<file path="src/rtl/qtp_pkg.sv">
// ----------------------------------------------------------------------------
// qtp_pkg
// Shared types, widths and helpers for the quintic trajectory point block.
// ----------------------------------------------------------------------------
package qtp_pkg;

   // register map, index = paddr[3:2]
   localparam int ADDR_W = 4;
   localparam int DATA_W = 32;
   localparam logic [1:0] REG_START    = 2'd0;
   localparam logic [1:0] REG_END      = 2'd1;
   localparam logic [1:0] REG_DURATION = 2'd2;

   localparam int TICK_W  = 31;
   localparam int TIME_W  = 32;
   localparam int POS_W   = 32;
   localparam int DERIV_W = 64;

   localparam int LIMB_W    = 32;
   localparam int PROD_W    = 2 * LIMB_W;
   localparam int NUM_LIMBS = 6;
   localparam int NUM_W     = NUM_LIMBS * LIMB_W;
   localparam int SQ_W      = 2 * TICK_W;
   localparam int P_W       = SQ_W + 6;

   localparam int T5_LIMBS   = 5;
   localparam int T5_W       = T5_LIMBS * LIMB_W;
   localparam int QUO_W      = 64;
   localparam int REM_W      = T5_W + QUO_W;
   localparam int SCALE_SHIFT = 32;

   localparam int LIMB_IDX_W = 3;
   localparam int PASS_W     = 2;
   localparam logic [LIMB_IDX_W-1:0] LAST_LIMB = LIMB_IDX_W'(T5_LIMBS - 1);
   localparam logic [PASS_W-1:0]     LAST_PASS = PASS_W'(3);

   localparam int LANES    = 3;
   localparam int LANE_POS = 0;
   localparam int LANE_VEL = 1;
   localparam int LANE_ACC = 2;

   localparam logic [LIMB_W-1:0] UNIT_GAIN = LIMB_W'(1);
   localparam logic [LIMB_W-1:0] VEL_GAIN  = LIMB_W'(30);
   localparam logic [LIMB_W-1:0] ACC_GAIN  = LIMB_W'(60);

   localparam logic [DERIV_W-1:0] POS_LIMIT = {1'b0, {(DERIV_W-1){1'b1}}};
   localparam logic [DERIV_W-1:0] NEG_LIMIT = {1'b1, {(DERIV_W-1){1'b0}}};

   typedef enum logic [1:0] {
      CFG_IDLE,
      CFG_LOAD,
      CFG_MUL
   } cfg_state_type;

   typedef struct packed {
      logic                busy;
      logic                dneg;
      logic [LIMB_W-1:0]   dmag;
      logic [POS_W-1:0]    start_pos;
      logic [POS_W-1:0]    end_pos;
      logic [TICK_W-1:0]   duration;
      logic [T5_W-1:0]     t5;
   } cfg_type;

   typedef struct packed {
      logic              below;
      logic              above;
      logic              aneg;
      logic [TICK_W-1:0] tu;
      logic [TICK_W-1:0] u;
      logic [TICK_W-1:0] k;
   } side_type;

   typedef logic [LANES-1:0][NUM_W-1:0]  num_vec_type;
   typedef logic [LANES-1:0][LIMB_W-1:0] opnd_vec_type;
   typedef logic [LANES-1:0][REM_W-1:0]  rem_vec_type;

   typedef struct packed {
      logic              ovf;
      logic [QUO_W-1:0]  quo;
      logic [REM_W-1:0]  rem;
   } div_lane_type;

   typedef div_lane_type [LANES-1:0] div_vec_type;

   // magnitude and sign to signed 64-bit, clamped
   function automatic logic [DERIV_W-1:0] sat_deriv(input logic [QUO_W-1:0] quo,
                                                    input logic ovf,
                                                    input logic neg);
      logic [DERIV_W-1:0] res;
      if (neg) begin
         if (ovf || (quo > NEG_LIMIT)) res = NEG_LIMIT;
         else res = -quo;
      end else begin
         if (ovf || quo[QUO_W-1]) res = POS_LIMIT;
         else res = quo;
      end
      return res;
   endfunction

endpackage

</file>
<file path="src/rtl/qtp_cfg.sv">
// ----------------------------------------------------------------------------
// qtp_cfg
// Register file and sequencer that derives |D|, sign and T^5 after writes.
// ----------------------------------------------------------------------------
module qtp_cfg import qtp_pkg::*; (
   input  logic              clock,
   input  logic              reset,
   input  logic              csr_psel,
   input  logic              csr_penable,
   input  logic              csr_pwrite,
   input  logic [ADDR_W-1:0] csr_paddr,
   input  logic [DATA_W-1:0] csr_pwdata,
   output logic [DATA_W-1:0] csr_prdata,
   output logic              csr_pready,
   output cfg_type           cfg
);

   logic [POS_W-1:0]      start_ff;
   logic [POS_W-1:0]      end_ff;
   logic [TICK_W-1:0]     dur_ff;
   cfg_state_type         state_ff, state_in;
   logic [LIMB_W-1:0]     acc_ff [T5_LIMBS];
   logic [LIMB_IDX_W-1:0] limb_ff;
   logic [PASS_W-1:0]     pass_ff;
   logic [LIMB_W-1:0]     carry_ff;
   logic [LIMB_W-1:0]     dmag_ff;
   logic                  dneg_ff;
   logic                  wr;
   logic [1:0]            reg_idx;
   logic [TICK_W-1:0]     dur_eff;
   logic [POS_W:0]        diff;
   logic [POS_W:0]        diff_mag;
   logic [PROD_W-1:0]     prod;
   logic                  busy;
   logic [T5_W-1:0]       t5;

   assign csr_pready = 1'b1;
   assign wr         = csr_psel && csr_penable && csr_pwrite;
   assign reg_idx    = csr_paddr[3:2];
   assign dur_eff    = (dur_ff == '0) ? TICK_W'(1) : dur_ff;
   assign diff       = {end_ff[POS_W-1], end_ff} - {start_ff[POS_W-1], start_ff};
   assign diff_mag   = diff[POS_W] ? -diff : diff;
   assign prod       = acc_ff[limb_ff] * dur_eff + carry_ff;

   always_comb begin
      case (reg_idx)
         REG_START:    csr_prdata = start_ff;
         REG_END:      csr_prdata = end_ff;
         REG_DURATION: csr_prdata = {1'b0, dur_ff};
         default:      csr_prdata = '0;
      endcase
   end

   always_ff @(posedge clock) begin
      if (reset) begin
         start_ff <= '0;
         end_ff   <= '0;
         dur_ff   <= TICK_W'(1);
      end else if (wr) begin
         case (reg_idx)
            REG_START:    start_ff <= csr_pwdata;
            REG_END:      end_ff   <= csr_pwdata;
            REG_DURATION: dur_ff   <= csr_pwdata[TICK_W-1:0];
            default:      ;
         endcase
      end
   end

   // next state
   always_comb begin
      state_in = state_ff;
      case (state_ff)
         CFG_IDLE: state_in = CFG_IDLE;
         CFG_LOAD: state_in = CFG_MUL;
         CFG_MUL: begin
            if ((limb_ff == LAST_LIMB) && (pass_ff == LAST_PASS)) state_in = CFG_IDLE;
         end
         default: state_in = CFG_IDLE;
      endcase
      if (wr) state_in = CFG_LOAD;
   end

   // outputs
   always_comb begin
      case (state_ff)
         CFG_IDLE: busy = 1'b0;
         default:  busy = 1'b1;
      endcase
   end

   always_ff @(posedge clock) begin
      if (reset) state_ff <= CFG_IDLE;
      else state_ff <= state_in;
   end

   // limb-serial multiply: acc *= T, four passes gives T^5
   always_ff @(posedge clock) begin
      if (reset) begin
         for (int i = 0; i < T5_LIMBS; i++) acc_ff[i] <= (i == 0) ? LIMB_W'(1) : '0;
         limb_ff  <= '0;
         pass_ff  <= '0;
         carry_ff <= '0;
         dmag_ff  <= '0;
         dneg_ff  <= 1'b0;
      end else begin
         case (state_ff)
            CFG_LOAD: begin
               for (int i = 0; i < T5_LIMBS; i++) begin
                  acc_ff[i] <= (i == 0) ? LIMB_W'(dur_eff) : '0;
               end
               limb_ff  <= '0;
               pass_ff  <= '0;
               carry_ff <= '0;
               dmag_ff  <= diff_mag[LIMB_W-1:0];
               dneg_ff  <= diff[POS_W];
            end
            CFG_MUL: begin
               acc_ff[limb_ff] <= prod[LIMB_W-1:0];
               if (limb_ff == LAST_LIMB) begin
                  limb_ff  <= '0;
                  carry_ff <= '0;
                  pass_ff  <= pass_ff + PASS_W'(1);
               end else begin
                  limb_ff  <= limb_ff + LIMB_IDX_W'(1);
                  carry_ff <= prod[PROD_W-1:LIMB_W];
               end
            end
            default: ;
         endcase
      end
   end

   always_comb begin
      for (int i = 0; i < T5_LIMBS; i++) t5[LIMB_W*i +: LIMB_W] = acc_ff[i];
   end

   assign cfg.busy      = busy;
   assign cfg.dneg      = dneg_ff;
   assign cfg.dmag      = dmag_ff;
   assign cfg.start_pos = start_ff;
   assign cfg.end_pos   = end_ff;
   assign cfg.duration  = dur_eff;
   assign cfg.t5        = t5;

endmodule

</file>
<file path="config.mk">
export PLATFORM = sky130hd
export DESIGN_NAME = qtp_cfg
export DESIGN_NICKNAME = d
export VERILOG_FILES = /design/src/rtl/qtp_pkg.sv /design/src/rtl/qtp_cfg.sv
export SDC_FILE = /design/constraint.sdc
export NUM_CORES = 2
export LEC_CHECK = 0
export BUFFER_PORTS_ARGS = -buffer_cell sky130_fd_sc_hd__buf_2
export CAP_MARGIN = 20
export CORE_AREA = 2 2 435 437
export CTS_CLUSTER_DIAMETER = 150
export DETAILED_ROUTE_END_ITERATION = 12
export DIE_AREA = 0 0 437 439
export PLACE_DENSITY = 0.52
export SLEW_MARGIN = 20
export SYNTH_ARGS = -nofsm -noshare
export SYNTH_HDL_FRONTEND = slang
export SYNTH_SLANG_ARGS = --single-unit
</file>
<file path="constraint.sdc">
create_clock -name clock -period 12.75 [get_ports clock]
set_input_delay 1.275 -clock clock [delete_from_list [all_inputs] [get_ports clock]]
set_output_delay 1.275 -clock clock [all_outputs]
set_load 0.05 [all_outputs]
</file>
Word-level counts from Yosys, hierarchy flattened
Memory sizes are Yosys's and may differ from the RTL's. A register that Yosys moved wholly into a read port is not among the register bits.
Index checks and enable logic that the tools add are counted.
- memories kept: 1
- bits of input ports: 41
- register bits after elaboration: 167
- RAM bits: 160
- logic and storage cells: 75
- output and inout bits: 322
- memories (name ; depth ; bits a word ; read ports ; clocked after Yosys merged registers in ; write ports ; RTL line ; RTL):
    acc_ff ; 5 ; 32 ; 6 ; 1 ; 5 ; qtp_cfg.sv:22 ; logic [LIMB_W-1:0] acc_ff [T5_LIMBS];
- add/subtract/negate cells: 5
- reductions and logical operators: 13
- eq/ne operators: 9
- mux-type cells: 31
- bitwise logic cells: 5
- multiply operators: 1
- operator list (kind ; count):
    2-to-1 mux 32 bit ; 8
    one-hot mux 32 bit (3 select lines) ; 1
    adder 63 x 32 -> 64 bit ; 1
    one-hot mux 32 bit (2 select lines) ; 1
    multiplier 32 x 31 -> 63 bit ; 1
    subtractor 32 x 32 -> 33 bit ; 1
    negator 32 bit ; 1
    OR reduction 32 bit ; 1
    logical NOT 31 bit ; 1
    2-to-1 mux 31 bit ; 1
    2-to-1 mux 3 bit ; 4
    2-to-1 mux 1 bit ; 11
    one-hot mux 2 bit (2 select lines) ; 2
    AND reduction 2 bit ; 4
    == test 2 bit (second input constant) ; 3
    one-hot mux 3 bit (2 select lines) ; 1
    bitwise OR 1 bit ; 5
    == test 2 x 1 -> 1 bit (second input constant) ; 2
    logical NOT 2 bit ; 2
    2-to-1 mux 2 bit ; 2
    != test 2 bit (second input constant) ; 2
    adder 3 x 1 -> 3 bit (second input constant) ; 1
    == test 3 bit (second input constant) ; 1
    logical AND 1 bit ; 3
    4 further kinds ; 4

Longest topological paths before layout
- depth after elaboration: 6
- depth in mapped cells: 36
- mapped depth without buffers: 30

Worst setup path after synthesis
OpenSTA, ideal clock, no wires.
- path kind: register to register
- from: register (tool-made name)
- to: register carry_ff[27]
- cell stages (with the launch flop): 32
- data arrival time: 9.176 ns
- buffers on the path: 6
- clock period less this slack: 9.293 ns
- required time: 12.633 ns
- slack: 3.457 ns
- setup time: 0.117 ns
- cell sequence: dfxtp_1 buf_2 buf_2 clkbuf_1 clkbuf_1 mux4_2 mux2_2 clkbuf_1 and2_1 fa_1 fa_1 inv_1 fa_1 fa_1 inv_1 fa_1 fa_1 fa_1 inv_1 fa_1 inv_1 ha_1 clkbuf_1 and2_1 a311oi_1 nand3_1 nor4b_1 o31ai_1 a221oi_1 o21bai_1 xor2_1 a22o_1
- RTL lines (what ; RTL line ; RTL):
    to (signal assigned) ; qtp_cfg.sv:125 ; carry_ff <= prod[PROD_W-1:LIMB_W];
    to (decl) ; qtp_cfg.sv:25 ; logic [LIMB_W-1:0] carry_ff;

==> summary.txt <==
Pin count of the biggest net entering global routing - 65
Gate Count Post-Synth - 5,664
Ys Warns - 0
Clock sinks - 426
Fillers - 19.6k
Transition time of the tightest slew-check pin - 1.22 ns
Yosys top cell area share - 0.333
Post-layout min period - 10.16 ns
Area contributors post-synth - fa_1, edfxtp_1, ha_1
DR iter-0 viols - 2,661
Clock latency on the worst-skew pair - 0.63 ns
CTS tree - built
Top-count cell post-synth - inv_1
DRC Markers - 0
Clock-pin slew on the worst setup and hold paths - 0.06 ns
Post-Syn Area - 54,100 um2
Hold Path Class - flop to flop
Max Slew Vio Count - 0
Required @ worst endpoint - 13.23 ns
Final setup fails - 0
Non-Filler Instances - 8,295
Root buffer cell - clkbuf_16
VDD IR max - 0.101 mV
Critical path type - flop to flop
Port Buffers - 359
DIE HEIGHT - 439 um
Layout cells sized above 1 - 0.119
First-pass GRT wire length - 277,000 um
Vias - 40.5k
Critical Path Sink Type - flop
Clock skew - 0.0584 ns
Total track usage - 0.190
RePlAce Congestion - 0.881
Total of max-cap violations - 0
Tcrit/Tclk final - 0.797
Vias in the first global route - 42.7k
Vias per inst - 4.88
Chip width - 437 um
Total gr overflow - 0
Pwr/cell area - 66.1 nW/um2
# hold bufs at CTS - 0
List of most frequent post-synthesis cells - inv_1, fa_1, nand2_1, and2_1, clkbuf_1
DR pass1 iterations - 8
Hold Violations, Final - 0
Startpoint of the worst hold path - dmag_ff[28]$_SDFFE_PP0P_
WL per Instance - 22.1 um
Nets - 7,004
Avg Cell Area, Syn - 9.55 um2
Startpoint types - flop
Post-CTS Resized - 0
Prevailing post-synth register cell - edfxtp_1
Synth unique cells - 95
Die area - 192,000 um2
Starting Density - 0.289
Core area - 187,000 um2
Placed instance count - 8,203
CP Max Fanout - 41
Post-CTS setup buffers - 0
Synth area leader - fa_1
Antenna violations before repair - 18
Post-route ant nets - 0
Clock buffer depth - 3
Num CTS Buffers - 47
FF+latch count, synth - 426
R2r setup slk - 2.59 ns
Worst slew margin - 0.187
Data arrival time of the worst path - 10.64 ns
TNS Setup - 0 ns
Max Freq - 98.4 MHz
Unrepaired setup endpoints after global routing - no
Post-Syn Nets - 6,911
Core Rows - 159
EDFF count, synth - 256
DP HPWL - 141,000 um
H-tree levels - 2
Status - complete, no violations
IO Count - 363
Sequential-to-total area share from yosys stat - 0.205
Area growth syn-to-layout - 10.7%
Leakage power - 27.9 nW
Final WL - 183,000 um
Post-synth ARST share - 0
-- sequential cells by signal, indices dropped and copies added (netlist names), named ones only --
signal	cells
end_ff	32
dur_ff	31
carry_ff	32
dneg_ff	1
start_ff	32
pass_ff	2
state_ff	2
dmag_ff	32
acc_ff	256
limb_ff	3
-- where the power goes --
part | internal [mW] | switching [mW] | leakage (nW)
logic | 0.304 | 0.753 | 23.2
clock network | 0.773 | 0.601 | 0.716
registers | 1.50 | 0.0279 | 3.92
-- stage by stage --
step | total power, mW | setup slack [ns] | area [um2] | util | hold WS [ns]
6_report | 3.96 | 2.59 | 59900 | 0.320 | 0.467
5_1_grt | 4.11 | 2.04 | 59900 | 0.320 | 0.507
4_1_cts | 3.98 | 2.49 | 59900 | 0.320 | 0.472
3_5_place_dp | 2.60 | 2.56 | 58300 | 0.312 | 0.455
3_3_place_gp | 2.60 | 2.54 | 58300 | 0.312 | 0.451
2_1_floorplan | 2.23 | 3.46 | 54100 | - | 0.449
-- layer usage --
metal / up-vias / track usage / routed length, um
met2: 1194 / 0.338 / 92600
met1: 21200 / 0.241 / 75600
met3: 257 / 0.0172 / 8270
met4: 0 / 0.0612 / 6530
met5: - / 0 / 0
li1: 17900 / - / -
-- worst max-delay path: stages, from the launching register on --
cell and delay [ns]:
dfxtp_4 0.80, buf_4 0.36, mux4_2 0.58, mux2_2 0.59
and2_1 0.34, fa_1 0.49, fa_1 0.55, inv_1 0.06
fa_1 0.51, fa_1 0.52, inv_1 0.05, fa_1 0.58
fa_1 0.46, fa_1 0.55, inv_1 0.07, fa_1 0.48
inv_1 0.04, ha_1 0.48, nand3_1 0.20, nor4_1 0.30
nand2_1 0.09, a211oi_1 0.46, nor4b_1 0.15, o31ai_1 0.50
a221oi_1 0.21, o21bai_1 0.20, xor2_1 0.10, a22o_1 0.20
-- layout make-up --
cell class                 count  area (um2)  area share
sequential                   426       11100       0.186
tap                         2495        3120      0.0521
clock inverter                20         229     0.00382
clock buffer                  67        1290      0.0216
antenna                        5        12.5    0.000209
timing repair buffer         453        2550      0.0426
multi-input combinational   3875       38000       0.634
inverter                     954        3580      0.0598
-- cells by family (layout without fill, tap and decap cells) --
family                   after synthesis  after routing  share of synthesized area
AND/OR/NAND/NOR                     1818           1818                      0.166
XOR/XNOR                              99             99                     0.0160
adder cells (fa/ha/maj)             1206           1206                      0.404
other                                  1              6                  0.0000693
buffers and inverters               1363           1494                     0.0953
flip-flops                           426            426                      0.205
multiplexers                         138            138                     0.0410
AO/OA/AOI/OAI                        613            613                     0.0727
-- cell usage in the layout, fill, tap and decap left out, types with 50 or more instances in the layout --
master	count
fa_1	899
a21oi_1	206
nor2_1	243
nor2b_1	103
inv_1	954
edfxtp_1	256
buf_4	90
a21o_1	50
xnor2_1	58
and2_1	506
dfxtp_1	144
nand3_1	66
ha_1	306
buf_2	358
o21ai_0	126
nand2_1	704
mux4_2	64
-- path summary, 6_finish.rpt --
check | endpoint | cells after the start
hold reg to reg | dmag_ff[28]$_SDFFE_PP0P_ | 2
hold / removal | dmag_ff[28]$_SDFFE_PP0P_ | 2
setup reg to reg | carry_ff[27]$_SDFFE_PP0N_ | 27
setup / recovery | carry_ff[27]$_SDFFE_PP0N_ | 27
Note: power is estimated with default switching activity, not from simulation.
